[src/rtl/pcir_pkg.sv]
package pcir_pkg;

   localparam int VW        = 32;
   localparam int NW        = 18;
   localparam int PW        = 51;
   localparam int SW        = 33;
   localparam int RW        = 34;
   localparam int QW        = 25;
   localparam int DIV_STEPS = QW;
   localparam int JW        = 40;
   localparam int QDEPTH    = 4;
   localparam int QPW       = $clog2(QDEPTH);
   localparam logic [16:0] RESTITUTION_RESET = 17'h10000;

   typedef struct packed {
      logic [2:0][VW-1:0] v1;
      logic [2:0][VW-1:0] v2;
      logic [2:0][NW-1:0] n;
      logic [2:0][PW-1:0] prod;
      logic [SW-1:0]      sum;
      logic [VW-1:0]      im1;
      logic [VW-1:0]      pen;
      logic               zero_sum;
      logic               pen_pos;
   } pcir_item_type;

   typedef struct packed {
      logic [2:0][VW-1:0] v1;
      logic [2:0][VW-1:0] v2;
      logic [2:0][NW-1:0] n;
      logic [36:0]        dot16;
      logic [JW-1:0]      j;
      logic [SW-1:0]      sum;
      logic [RW-1:0]      rem;
      logic [QW-1:0]      q;
      logic [VW-1:0]      pen;
      logic               zero_sum;
      logic               pen_pos;
   } pcir_div_type;

   typedef struct packed {
      logic [2:0][VW-1:0] v1;
      logic [2:0][VW-1:0] v2;
      logic [2:0][NW-1:0] n;
      logic [JW-1:0]      j;
      logic [QW-1:0]      r1;
      logic [QW-1:0]      r2;
      logic [VW-1:0]      pen;
      logic               zero_sum;
      logic               pen_pos;
   } pcir_ratio_type;

   typedef struct packed {
      logic [2:0][VW-1:0] v1;
      logic [2:0][VW-1:0] v2;
      logic [2:0][NW-1:0] n;
      logic [44:0]        jl_r1;
      logic [45:0]        jh_r1;
      logic [44:0]        jl_r2;
      logic [45:0]        jh_r2;
      logic [57:0]        dr1;
      logic [57:0]        dr2;
      logic               zero_sum;
      logic               pen_pos;
   } pcir_part_type;

   typedef struct packed {
      logic [2:0][VW-1:0] v1;
      logic [2:0][VW-1:0] v2;
      logic [2:0][NW-1:0] n;
      logic [JW-1:0]      m1;
      logic [JW-1:0]      m2;
      logic [33:0]        p1;
      logic [33:0]        p2;
      logic               zero_sum;
      logic               pen_pos;
   } pcir_scale_type;

   typedef struct packed {
      logic [2:0][VW-1:0] v1;
      logic [2:0][VW-1:0] v2;
      logic [2:0][41:0]   dv1;
      logic [2:0][41:0]   dv2;
      logic [2:0][35:0]   ds1;
      logic [2:0][35:0]   ds2;
      logic               zero_sum;
      logic               pen_pos;
   } pcir_delta_type;

   typedef struct packed {
      logic [2:0][VW-1:0] nv1;
      logic [2:0][VW-1:0] nv2;
      logic [2:0][VW-1:0] s1;
      logic [2:0][VW-1:0] s2;
   } pcir_result_type;

   function automatic logic [VW-1:0] sat32(input logic signed [43:0] x);
      logic [VW-1:0] r;
      if (x > 44'sd2147483647) begin
         r = 32'h7fffffff;
      end else if (x < -44'sd2147483648) begin
         r = 32'h80000000;
      end else begin
         r = x[VW-1:0];
      end
      return r;
   endfunction

endpackage

[src/rtl/pcir_queue.sv]
module pcir_queue import pcir_pkg::*; (
   input  logic          clock,
   input  logic          reset,
   input  logic          push_valid,
   output logic          push_ready,
   input  pcir_item_type push_data,
   output logic          pop_valid,
   input  logic          pop_ready,
   output pcir_item_type pop_data
);

   pcir_item_type  mem_ff [QDEPTH];
   logic [QPW-1:0] wr_ptr_ff, wr_ptr_in;
   logic [QPW-1:0] rd_ptr_ff, rd_ptr_in;
   logic [QPW:0]   count_ff, count_in;
   logic           push, pop;

   assign push_ready = (count_ff != (QPW+1)'(QDEPTH));
   assign pop_valid  = (count_ff != '0);
   assign pop_data   = mem_ff[rd_ptr_ff];
   assign push       = push_valid && push_ready;
   assign pop        = pop_valid && pop_ready;

   always_comb begin
      wr_ptr_in = push ? wr_ptr_ff + 1'b1 : wr_ptr_ff;
      rd_ptr_in = pop ? rd_ptr_ff + 1'b1 : rd_ptr_ff;
      count_in  = count_ff + (QPW+1)'(push) - (QPW+1)'(pop);
   end

   always_ff @(posedge clock) begin
      if (reset) begin
         wr_ptr_ff <= '0;
         rd_ptr_ff <= '0;
         count_ff  <= '0;
      end else begin
         wr_ptr_ff <= wr_ptr_in;
         rd_ptr_ff <= rd_ptr_in;
         count_ff  <= count_in;
      end
   end

   always_ff @(posedge clock) begin
      if (push) begin
         mem_ff[wr_ptr_ff] <= push_data;
      end
   end

endmodule

[config.mk]
export PLATFORM = sky130hd
export DESIGN_NAME = pcir_queue
export DESIGN_NICKNAME = d
export VERILOG_FILES = /design/src/rtl/pcir_pkg.sv /design/src/rtl/pcir_queue.sv
export SDC_FILE = /design/constraint.sdc
export NUM_CORES = 1
export LEC_CHECK = 0
export BUFFER_PORTS_ARGS = -buffer_cell sky130_fd_sc_hd__buf_2
export CELL_PAD_IN_SITES_DETAIL_PLACEMENT = 0
export CELL_PAD_IN_SITES_GLOBAL_PLACEMENT = 2
export CORE_MARGIN = 4
export CORE_UTILIZATION = 49
export DETAILED_ROUTE_END_ITERATION = 12
export PLACE_DENSITY = 0.81
export SLEW_MARGIN = 20
export SYNTH_ARGS = -nofsm -noshare
export SYNTH_HDL_FRONTEND = slang
export SYNTH_SLANG_ARGS = --single-unit
[constraint.sdc]
create_clock -name clock -period 43.1 [get_ports clock]
set_clock_uncertainty 0.05 [all_clocks]
set_input_delay 6.465 -clock clock [delete_from_list [all_inputs] [get_ports clock]]
set_output_delay 6.465 -clock clock [all_outputs]
set_load 0.01 [all_outputs]
# [Yosys cells after proc, flatten, opt, wreduce, memory -nomap -nowiden]
# Memory sizes are Yosys's and may differ from the RTL's. A register that Yosys moved wholly into a read port is not among the register bits.
# Index checks and enable logic that the tools add are counted.
[word_totals] regBits=7 ramBits=1992 out_inout_bits=500 elab_cells=16 n_memories=1
[memory_table] name="mem_ff" words=4 width=498 read_ports=1 rd_ports_with_merged_regs=1 write_ports=1 line_no="pcir_queue.sv:12" rtl="pcir_item_type mem_ff [QDEPTH];"
[op_classes] addsub=4 n_eq_ne=1 muxes=4 reduce_logical=3
[op_table] operator="$add A2 B1 Y2 const B" count=2
[op_table] operator="$mux W2" count=2
[op_table] operator="$add A3 B1 Y3" count=1
[op_table] operator="$ne A3 B3 Y1 const B" count=1
[op_table] operator="$reduce_bool A3 Y1" count=1
[op_table] operator="$sub A3 B1 Y3" count=1
[op_table] operator="$logic_and A1 B1 Y1" count=2
[op_table] operator="$mux W1" count=2

# [Longest topological paths before layout]
[depth] depth_word=4 depth_mapped=11 mapped_depth_nobuf=11

# [Least setup slack after synthesis]
# Ideal clock, no wire load.
[synth_path] path_type="input to register" start="input port push_valid" end="memory mem_ff[0][0] (netlist name), enable pin" setup_ps=927 t_arrival_ps=18094 slack_ps=24029 cell_stages=2 n_path_buf=0 path_cell_list="a21boi_1 and2_1"
[synth_between] elab_chain_len=3
[synth_rtl] element="start, declared" line_no="pcir_queue.sv:4" rtl="input logic push_valid,"
[synth_rtl] element="$logic_and A1 B1 Y1" line_no="pcir_queue.sv:21" rtl="assign push = push_valid && push_ready;"
[synth_rtl] element="$mux W1" line_no="pcir_queue.sv:43" rtl="if (push) begin"
[synth_rtl] element="$mux W1 (implied by the code)" line_no="pcir_queue.sv:44" rtl="mem_ff[wr_ptr_ff] <= push_data;"
[synth_rtl] element="end, declared" line_no="pcir_queue.sv:12"
# Every way passes these cells.

==> impl_metrics.env <==
export IMPL_status="finished clean"
export IMPL_cap_viol_max_count=0
export IMPL_stdcell_area_um2=85600
export IMPL_gr_usage_all_layers_pct=20.7
export IMPL_synth_area_leaders="edfxtp_1 (83%), mux4_2 (16%), buf_6 (0.41%)"
export IMPL_die_w_um=392
export IMPL_drive_gt1_share_pct=45.9
export IMPL_rows=140
export IMPL_post_route_drc_count=0
export IMPL_core_area_um2=146000
export IMPL_fin_nets=4281
export IMPL_crit_path_end="pop_data[218]"
export IMPL_final_common_cell="edfxtp_1"
export IMPL_fin_ws_ns=30.74
export IMPL_cp_cell_sequence="buf_4 -> buf_4 -> buf_4 -> buf_4 -> mux4_2 -> buf_2"
export IMPL_cp_end_kind="output port"
export IMPL_routed_top_layer="met5"
export IMPL_async_reset_ff_share_pct=0
export IMPL_ys_warnings_count=0
export IMPL_grt_pass1_wl_um=230000
export IMPL_drv_slew=0
export IMPL_antenna_found_initial=120
export IMPL_synth_edff_count=1992
export IMPL_total_power_uw=5240
export IMPL_ys_seq_elements=2001
export IMPL_avgSynthCellArea_um2=27.3
export IMPL_max_freq_ghz=0.0809
export IMPL_cts_buffers=197
export IMPL_fin_setup_tns_ns=0
export IMPL_worstSetupPathType="reg2out"
export IMPL_syn_inst=2650
export IMPL_slowest_stage="dfxtp_4"
export IMPL_synth_main_ff_cell="edfxtp_1"
export IMPL_drt_met1_wl_um=56500
export IMPL_cts_sinks=2001
export IMPL_post_cts_buffers=0
export IMPL_worstPathRequired_ns=36.58
export IMPL_max_stage_delay_ns=0.96
export IMPL_finalHoldViolations=0
export IMPL_synth_nets=3159
export IMPL_multi_input_area_um2=11500
export IMPL_cts_root_buf="clkbuf_16"
export IMPL_syn2layout_area_growth_pct=18.5
export IMPL_hold_buffers=0
export IMPL_grt_max_degree=153
export IMPL_yosysTopAreaCell="edfxtp_1"
export IMPL_total_leakage_power_uw=0.0282
export IMPL_regArea_um2=60000
export IMPL_initial_core_util_pct=49.4
export IMPL_crit_fanout=46
export IMPL_fin_crit_ns=12.36
export IMPL_mostFrequentLayoutCells="edfxtp_1 (1,992), buf_2 (1,001), mux4_2 (498)"
export IMPL_finalWirelength_um=161000
export IMPL_ir_drop_mv=0.0397
export IMPL_insertion_delay_ns=0.77
export IMPL_cts_resized=0
export IMPL_fin_util_pct=58.6
export IMPL_p_per_area_nw_per_um2=61.2
export IMPL_r2r_end="mem_ff[1][248]"
export IMPL_crit_top_cell="buf_4"
export IMPL_ys_types=25
export IMPL_n_fill_cell=10500
export IMPL_slew_headroom_pct=27.0
export IMPL_cp_buffers_inverters=5
export IMPL_io_buffer_count=1001
export IMPL_gp_congestion=0.787
export IMPL_timing_rr_start="count_ff[1]"
export IMPL_htreeDepth=4
export IMPL_ff2ff_setup_slack_ns=38.05
export IMPL_syn_cell_area_um2=72200
export IMPL_vias_per_cell=5.53
export IMPL_ant_nets=0
export IMPL_routedWlPerCell_um=27.2
export IMPL_start_kind="register"
export IMPL_cp_top_family="buffers and inverters"
export IMPL_vias=32800
export IMPL_ys_seq_area_share_pct=83.1
export IMPL_wl_met2_um=80100
export IMPL_drtIter0Drc=2075
export IMPL_dr_pass1_iters=5
export IMPL_min_path_type="reg2reg"
export IMPL_io_pins=1002
export IMPL_placed_area_um2=79300
export IMPL_overflow=0
export IMPL_cts_clk_slew_worst_paths_ns=0.06
export IMPL_cts_tree="built"
export IMPL_arrival_ns=5.84
export IMPL_crit_cells=6
export IMPL_synth_top_area_share_pct=82.8
export IMPL_grt_pass1_vias=33700
export IMPL_die_h_um=392
export IMPL_clockBufferDepth=3
export IMPL_dp_hpwl_um=102000
export IMPL_place_ws_ns=31.21
export IMPL_dieArea_um2=154000
export IMPL_setup_violations=0
export IMPL_wl_met3_um=16700
export IMPL_reg2reg_depth=6
export IMPL_fin_crit_sh_pct=28.7
export IMPL_tightest_slew_ns=1.10
export IMPL_rsz0062_at_grt="no"
[where the power goes]
part           total [µW]  internal, µW  switching [µW]
clock                1600           902             701
sequential           2440          2390            53.5
combinational        1200           514             684
[how the worst min path moves through the flow]
| stage | startpoint | to | slack (ns) | cells past startpoint |
|---|---|---|---|---|
| after floorplan | wr_ptr_ff[1] | wr_ptr_ff[1] | 0.43 | 2 |
| after global placement | wr_ptr_ff[1] | wr_ptr_ff[1] | 0.45 | 2 |
| after detailed placement | wr_ptr_ff[1] | wr_ptr_ff[1] | 0.46 | 2 |
| after CTS | wr_ptr_ff[1] | wr_ptr_ff[1] | 0.47 | 2 |
| after global routing | wr_ptr_ff[1] | wr_ptr_ff[1] | 0.49 | 2 |
| final | wr_ptr_ff[1] | wr_ptr_ff[1] | 0.47 | 2 |
[state kept, by name (all words and copies together) (netlist names), named ones only]
signal     count
count_ff       3
mem_ff      1992
rd_ptr_ff      2
wr_ptr_ff      2
[per-layer routing]
layer  vias to the layer above  GRT usage, %
li1                      13900             -
met1                     17200          24.5
met2                      1180          33.1
met3                       395          8.71
met4                        64          9.52
met5                         -             0
[cells in the mapped netlist (2+ instances only)]
cell         n
edfxtp_1  1992
inv_1        5
nor2_1       8
ha_1         6
and2_1       5
mux4_2     498
buf_2       41
dfxtp_1      9
buf_6       26
clkbuf_1    18
buf_4       20
nand2b_1     2
buf_1        7
xor2_1       2
[area by class of cell]
cell class	instances	area share, %
clock buffers	240	5.95
multi-input cells	532	13.4
diodes	71	0.208
repair buffers	1035	6.33
clock inverters	120	1.19
flip-flops and latches	2001	70.1
inverters	5	0.0219
well taps	1917	2.80
[worst reg2reg max path, stage by stage (launching register included)]
cell	delay, ns
dfxtp_1	0.45
nor2_1	0.12
a21boi_1	0.54
and2_4	0.67
buf_4	0.95
buf_4	0.84
buf_12	0.67
[per-stage QoR]
step	hold WS (ns)	cells
global placement	0.452	5490
detailed placement	0.460	5490
finish	0.466	5921
floorplan	0.432	2650
CTS	0.469	5850
global route	0.492	5882
[cell families after synthesis]
| logic type | synth area share [%] |
|---|---|
| XOR/XNOR | 0.0364 |
| AND/OR/NAND/NOR | 0.132 |
| multiplexers | 15.6 |
| buffers and inverters | 1.05 |
| AO/OA/AOI/OAI | 0.0346 |
| flip-flops | 83.1 |
| adder cells (fa/ha/maj) | 0.132 |
Note: power is estimated with default switching activity, not from simulation.
