$ cat src/rtl/pcir_pkg.sv
package pcir_pkg;

   localparam int VW        = 32;
   localparam int NW        = 18;
   localparam int PW        = 51;
   localparam int SW        = 33;
   localparam int RW        = 34;
   localparam int QW        = 25;
   localparam int DIV_STEPS = QW;
   localparam int JW        = 40;
   localparam int QDEPTH    = 4;
   localparam int QPW       = $clog2(QDEPTH);
   localparam logic [16:0] RESTITUTION_RESET = 17'h10000;

   typedef struct packed {
      logic [2:0][VW-1:0] v1;
      logic [2:0][VW-1:0] v2;
      logic [2:0][NW-1:0] n;
      logic [2:0][PW-1:0] prod;
      logic [SW-1:0]      sum;
      logic [VW-1:0]      im1;
      logic [VW-1:0]      pen;
      logic               zero_sum;
      logic               pen_pos;
   } pcir_item_type;

   typedef struct packed {
      logic [2:0][VW-1:0] v1;
      logic [2:0][VW-1:0] v2;
      logic [2:0][NW-1:0] n;
      logic [36:0]        dot16;
      logic [JW-1:0]      j;
      logic [SW-1:0]      sum;
      logic [RW-1:0]      rem;
      logic [QW-1:0]      q;
      logic [VW-1:0]      pen;
      logic               zero_sum;
      logic               pen_pos;
   } pcir_div_type;

   typedef struct packed {
      logic [2:0][VW-1:0] v1;
      logic [2:0][VW-1:0] v2;
      logic [2:0][NW-1:0] n;
      logic [JW-1:0]      j;
      logic [QW-1:0]      r1;
      logic [QW-1:0]      r2;
      logic [VW-1:0]      pen;
      logic               zero_sum;
      logic               pen_pos;
   } pcir_ratio_type;

   typedef struct packed {
      logic [2:0][VW-1:0] v1;
      logic [2:0][VW-1:0] v2;
      logic [2:0][NW-1:0] n;
      logic [44:0]        jl_r1;
      logic [45:0]        jh_r1;
      logic [44:0]        jl_r2;
      logic [45:0]        jh_r2;
      logic [57:0]        dr1;
      logic [57:0]        dr2;
      logic               zero_sum;
      logic               pen_pos;
   } pcir_part_type;

   typedef struct packed {
      logic [2:0][VW-1:0] v1;
      logic [2:0][VW-1:0] v2;
      logic [2:0][NW-1:0] n;
      logic [JW-1:0]      m1;
      logic [JW-1:0]      m2;
      logic [33:0]        p1;
      logic [33:0]        p2;
      logic               zero_sum;
      logic               pen_pos;
   } pcir_scale_type;

   typedef struct packed {
      logic [2:0][VW-1:0] v1;
      logic [2:0][VW-1:0] v2;
      logic [2:0][41:0]   dv1;
      logic [2:0][41:0]   dv2;
      logic [2:0][35:0]   ds1;
      logic [2:0][35:0]   ds2;
      logic               zero_sum;
      logic               pen_pos;
   } pcir_delta_type;

   typedef struct packed {
      logic [2:0][VW-1:0] nv1;
      logic [2:0][VW-1:0] nv2;
      logic [2:0][VW-1:0] s1;
      logic [2:0][VW-1:0] s2;
   } pcir_result_type;

   function automatic logic [VW-1:0] sat32(input logic signed [43:0] x);
      logic [VW-1:0] r;
      if (x > 44'sd2147483647) begin
         r = 32'h7fffffff;
      end else if (x < -44'sd2147483648) begin
         r = 32'h80000000;
      end else begin
         r = x[VW-1:0];
      end
      return r;
   endfunction

endpackage

$ cat src/rtl/pcir_front.sv
module pcir_front import pcir_pkg::*; (
   input  logic [2:0][VW-1:0] v1,
   input  logic [2:0][VW-1:0] v2,
   input  logic [2:0][NW-1:0] n,
   input  logic [VW-1:0]      im1,
   input  logic [VW-1:0]      im2,
   input  logic [VW-1:0]      pen,
   output pcir_item_type      item
);

   always_comb begin
      logic signed [32:0] diff;
      item.v1  = v1;
      item.v2  = v2;
      item.n   = n;
      item.im1 = im1;
      item.pen = pen;
      for (int i = 0; i < 3; i++) begin
         diff = 33'($signed(v1[i])) - 33'($signed(v2[i]));
         item.prod[i] = PW'(diff * $signed(n[i]));
      end
      item.sum      = {1'b0, im1} + {1'b0, im2};
      item.zero_sum = (item.sum == '0);
      item.pen_pos  = !pen[VW-1] && (pen != '0);
   end

endmodule

$ cat config.mk
export PLATFORM = sky130hd
export DESIGN_NAME = pcir_front
export DESIGN_NICKNAME = d
export VERILOG_FILES = /design/src/rtl/pcir_pkg.sv /design/src/rtl/pcir_front.sv
export SDC_FILE = /design/constraint.sdc
export NUM_CORES = 2
export LEC_CHECK = 0
export BUFFER_PORTS_ARGS = -buffer_cell sky130_fd_sc_hd__buf_2
export CORE_ASPECT_RATIO = 0.6
export CORE_MARGIN = 1
export CORE_UTILIZATION = 55
export DETAILED_ROUTE_END_ITERATION = 16
export PLACE_DENSITY = 0.77
export SYNTH_ARGS = -nofsm -noshare
export SYNTH_HDL_FRONTEND = slang
export SYNTH_SLANG_ARGS = --single-unit
$ cat constraint.sdc
create_clock -name vclk -period 8.5
set_input_delay 0 -clock vclk [all_inputs]
set_output_delay 0 -clock vclk [all_outputs]
set_load 0.01 [all_outputs]
Yosys cells after proc, flatten, opt, wreduce, memory -nomap -nowiden
Index checks and enable logic that the tools add are counted.
Storage, ports and cells
  bits in registers: 0
  bits of input ports: 342
  output and inout port bits: 498
  word-level logic and storage cells: 11
Cells by class
  add/subtract/negate cells: 4
  multipliers: 3
  reductions and logical operators: 4
Operators by type and width (count)
  $mul A33 B18 Y51: 3
  $sub A32 B32 Y33: 3
  $add A32 B32 Y33: 1
  $logic_not A33 Y1: 1
  $reduce_bool A32 Y1: 1
  $logic_and A1 B1 Y1: 1
  $logic_not A1 Y1: 1

Depth between registers and ports, before layout
  word-level depth: 2
  mapped depth: 40
  gate-level depth less buffers: 38

Least setup slack after synthesis
OpenSTA, ideal clock, no wires.
  path type: in2out
  start point: input v1[64] (netlist name)
  end point: output item[251] (netlist name)
  arrival time: 8.513 ns
  required time: 8.500 ns
  path slack: -0.013 ns
  stages: 37
  path buffers: 2
  cell sequence: inv_1 > ha_1 > fa_1 > nor2b_1 > o21ai_0 > a21boi_0 > o21ai_0 > o31a_1 > a21oi_1 > a21bo_2 > and3_1 > nor2_1 > xnor2_1 > clkbuf_1 > nand2_1 > fa_1 > fa_1 > fa_1 > inv_1 > fa_1 > fa_1 > inv_1 > fa_1 > inv_1 > ha_1 > clkbuf_1 > a21o_1 > a21o_1 > a221oi_1 > o21ai_0 > a311o_1 > o211ai_1 > a211oi_1 > a311o_1 > a21oi_1 > o21ai_1 > xnor2_1
RTL lines
  start, declared: line pcir_front.sv:2  | input logic [2:0][VW-1:0] v1,
  end, declared: line pcir_front.sv:8  | output pcir_item_type item

==> flow_results.xml <==
<?xml version="1.0" encoding="UTF-8"?>
<metrics>
  <group name="detailed_routing">
    <metric name="antenna_violating_nets_remaining" unit="">0</metric>
    <metric name="drc" unit="">0</metric>
    <metric name="firstDrtPassIters" unit="">8</metric>
    <metric name="drtIter0Drc" unit="">5692</metric>
    <metric name="drt_wl_total" unit="um">219000</metric>
    <metric name="route.detailed.wl_per_inst" unit="um">20.2</metric>
    <metric name="routed_via_density" unit="">5.47</metric>
    <metric name="vias" unit="">59200</metric>
  </group>
  <group name="synthesis">
    <metric name="netlist_top_cells_count" unit="">1,860 x sky130_fd_sc_hd__inv_1, 1,711 x sky130_fd_sc_hd__fa_1, 1,079 x sky130_fd_sc_hd__nand2_1, 615 x sky130_fd_sc_hd__and2_1, 497 x sky130_fd_sc_hd__ha_1</metric>
    <metric name="netlist.area_leader.share" unit="%">49.5</metric>
    <metric name="yosys.area.top_type" unit="">sky130_fd_sc_hd__fa_1</metric>
    <metric name="netlist_area" unit="um^2">69200</metric>
    <metric name="adder_and_majority_gate_portion_of_the_synthesized_area" unit="%">58.5</metric>
    <metric name="synth_simple_gate_area_share" unit="%">16.1</metric>
    <metric name="synthesis.nets" unit="">10500</metric>
    <metric name="avgSynthCellArea" unit="um^2">8.69</metric>
    <metric name="synth-compound-area-share" unit="%">6.88</metric>
    <metric name="syn_inst" unit="">7966</metric>
    <metric name="dominant_combinational_cell_family_by_area_after_synthesis" unit="">adder cells</metric>
    <metric name="post-synth-top-count-cell" unit="">sky130_fd_sc_hd__inv_1</metric>
    <metric name="seq_area_frac_synth" unit="%">0</metric>
    <metric name="post_synth_num_cell_types" unit="">89</metric>
    <metric name="yosys-top-cells-area" unit="">sky130_fd_sc_hd__fa_1 49%, sky130_fd_sc_hd__inv_1 10%, sky130_fd_sc_hd__ha_1 9.0%</metric>
    <metric name="synthXorXnorAreaFrac" unit="%">3.30</metric>
    <metric name="ys_warn_count" unit="">0</metric>
    <metric name="share_of_cell_area_taken_by_muxes_after_synthesis" unit="%">0.137</metric>
  </group>
  <group name="critical_path">
    <metric name="crit_required" unit="ns">8.50</metric>
    <metric name="worst-path-max-fanout" unit="">5</metric>
    <metric name="critical-path-max-stage-delay" unit="ns">0.58</metric>
    <metric name="worstSetupEndpointType" unit="">output pin</metric>
    <metric name="cpMaxStageDelayCell" unit="">sky130_fd_sc_hd__fa_1</metric>
    <metric name="path_class" unit="">in2out</metric>
    <metric name="crit_path_arrival_time" unit="ns">8.85</metric>
    <metric name="worstSetupStartpoint" unit="">v2[1]</metric>
    <metric name="crit_path_frequent_cell" unit="">sky130_fd_sc_hd__fa_1</metric>
    <metric name="worst_setup_path_start_kind" unit="">input pin</metric>
  </group>
  <group name="finish">
    <metric name="fillCellCount" unit="">9718</metric>
    <metric name="postLayoutCoreUtil" unit="%">66.6</metric>
    <metric name="regArea" unit="um^2">0</metric>
    <metric name="layout.nets" unit="">11700</metric>
    <metric name="final_sequential_cell_count" unit="">0</metric>
    <metric name="n_antenna_cell" unit="">0</metric>
    <metric name="finalInstanceArea" unit="um^2">82900</metric>
    <metric name="nClkBuffers" unit="">0</metric>
    <metric name="fraction_of_layout_cells_with_a_size_suffix_above_1" unit="%">25.0</metric>
    <metric name="synthToLayoutAreaGrowth" unit="%">19.7</metric>
    <metric name="multi_input_gate_area" unit="um^2">61700</metric>
  </group>
  <group name="global_routing">
    <metric name="grt_pass1_vias" unit="">62600</metric>
    <metric name="groute.layer.met2.usage" unit="%">50.1</metric>
    <metric name="first_pass_grt_wire_length" unit="um">342000</metric>
    <metric name="globalRoute.totalOverflow" unit="">0</metric>
    <metric name="grt_util_met3" unit="%">9.29</metric>
    <metric name="grt_start_max_net_pins" unit="">36</metric>
    <metric name="global_route.usage.total" unit="%">34.2</metric>
    <metric name="gr-usage-met1" unit="%">50.9</metric>
    <metric name="routing_layer_with_the_top_usage_in_global_route" unit="">met1</metric>
    <metric name="initial_antenna_violation_count" unit="">7</metric>
  </group>
  <group name="die">
    <metric name="floorplan.initialDensity" unit="%">55.7</metric>
    <metric name="die_ht" unit="um">277</metric>
    <metric name="design.die.area" unit="um^2">127000</metric>
    <metric name="die_x" unit="um">460</metric>
    <metric name="core-area" unit="um^2">124000</metric>
    <metric name="placement_rows" unit="">100</metric>
    <metric name="top_level_ports" unit="">840</metric>
  </group>
  <group name="sta">
    <metric name="slew-limit-headroom" unit="%">15.6</metric>
    <metric name="hold_slack" unit="ns">0.196</metric>
    <metric name="grt_setup_unrepaired" unit="">yes</metric>
    <metric name="worst_pin_slew" unit="ns">1.25</metric>
    <metric name="setup_ws" unit="ns">-0.346</metric>
    <metric name="hold_viol" unit="">0</metric>
    <metric name="finalSetupViolCount" unit="">13</metric>
    <metric name="fmaxAchievable" unit="MHz">113</metric>
    <metric name="slew_viol_final" unit="">0</metric>
    <metric name="finalWorstPathRequiredPeriod" unit="ns">8.85</metric>
    <metric name="final.period_utilization" unit="%">104</metric>
  </group>
  <group name="placement">
    <metric name="detailed_place_hpwl" unit="um">181000</metric>
    <metric name="port_buffers" unit="">840</metric>
    <metric name="post_dp_cell_area" unit="um^2">78600</metric>
    <metric name="finalWeightedCongestion" unit="">0.981</metric>
  </group>
  <group name="min_path">
    <metric name="min_delay_path_depth" unit="">2</metric>
    <metric name="min-delay-path-class" unit="">in2out</metric>
    <metric name="worstHoldEndpoint" unit="">item[402]</metric>
    <metric name="hold_path_startpoint" unit="">v1[0]</metric>
  </group>
  <group name="run">
    <metric name="max_cap_viol_count" unit="">0</metric>
  </group>
  <group name="run_status">
    <metric name="run_status" unit="">complete, but fails checks</metric>
    <metric name="failed_checks" unit="">setup timing</metric>
  </group>
</metrics>
## layout by cell type, fill, tap and decap left out, types with 59 or more instances in the layout
cell type | synthesis | layout
sky130_fd_sc_hd__fa_2 | 0 | 70
sky130_fd_sc_hd__a21oi_2 | 2 | 63
sky130_fd_sc_hd__buf_2 | 11 | 828
sky130_fd_sc_hd__nor2_1 | 200 | 188
sky130_fd_sc_hd__buf_4 | 311 | 820
sky130_fd_sc_hd__and2_1 | 615 | 601
sky130_fd_sc_hd__xor2_1 | 73 | 65
sky130_fd_sc_hd__fa_1 | 1711 | 1641
sky130_fd_sc_hd__ha_1 | 497 | 429
sky130_fd_sc_hd__inv_1 | 1860 | 1807
sky130_fd_sc_hd__nand2_1 | 1079 | 1056
sky130_fd_sc_hd__xnor2_1 | 186 | 152
sky130_fd_sc_hd__ha_4 | 0 | 61
sky130_fd_sc_hd__a21o_1 | 130 | 130
sky130_fd_sc_hd__o21ai_0 | 111 | 59
sky130_fd_sc_hd__nor2b_1 | 120 | 113
sky130_fd_sc_hd__a21oi_1 | 217 | 143
## metrics by stage
| step | setup WS, ns | cells | setup TNS (ns) |
|---|---|---|---|
| finish | -0.346 | 10800 | -2.15 |
| global route | -0.567 | 10800 | -7.67 |
| CTS | -0.307 | 10700 | -1.64 |
| detailed placement | -1.03 | 10700 | -18.88 |
| global placement | -0.669 | 10700 | -9.92 |
| floorplan | 0.00363 | 7966 | 0 |
## cell families (layout without fill, tap and decap cells)
| logic type | count (synthesis) | count (layout) |
|---|---|---|
| AO/OA/AOI/OAI | 722 | 722 |
| buffers and inverters | 2465 | 3625 |
| adder cells (fa/ha/maj) | 2208 | 2208 |
| XOR/XNOR | 260 | 260 |
| AND/OR/NAND/NOR | 2302 | 2302 |
| multiplexers | 9 | 9 |
## worst max path at each step
stage           endpoint  slack [ns]
2_1_floorplan  item[147]       0.004
3_3_place_gp   item[251]       -0.67
3_5_place_dp   item[251]       -1.03
4_1_cts        item[147]       -0.31
5_1_grt        item[147]       -0.57
6_report       item[147]       -0.35
## critical path, delay by kind of cell
kind            cells  cell delay, ns
fa+ha+maj           8            3.25
compound gates     12            2.86
simple gates        7            1.36
buf+inv             8            1.09
xor+xnor            2            0.26
## routing by layer
layer	part of all wire (%)	wire (um)
met5	0.023	50
met1	42	92700
met4	2.3	5080
met2	42	92600
met3	13	28400
## layout make-up
class                      instances  share of cell area [%]
tap                             1683                    2.54
timing repair buffer            1762                    14.6
inverter                        1863                    8.45
multi-input combinational       5501                    74.4
## repair_timing
item | 4_1_cts | 5_1_grt
cloned | 1 | 6
hold buffers | 0 | 0
resized for setup | 312 | 405
setup endpoints to repair | 47 | 52
buffers inserted | 64 | 70
pin swaps | 260 | 349
Power is left out: the tool's default activity adds up to more than one toggle a clock period on the data nets, which glitch-free logic cannot reach.
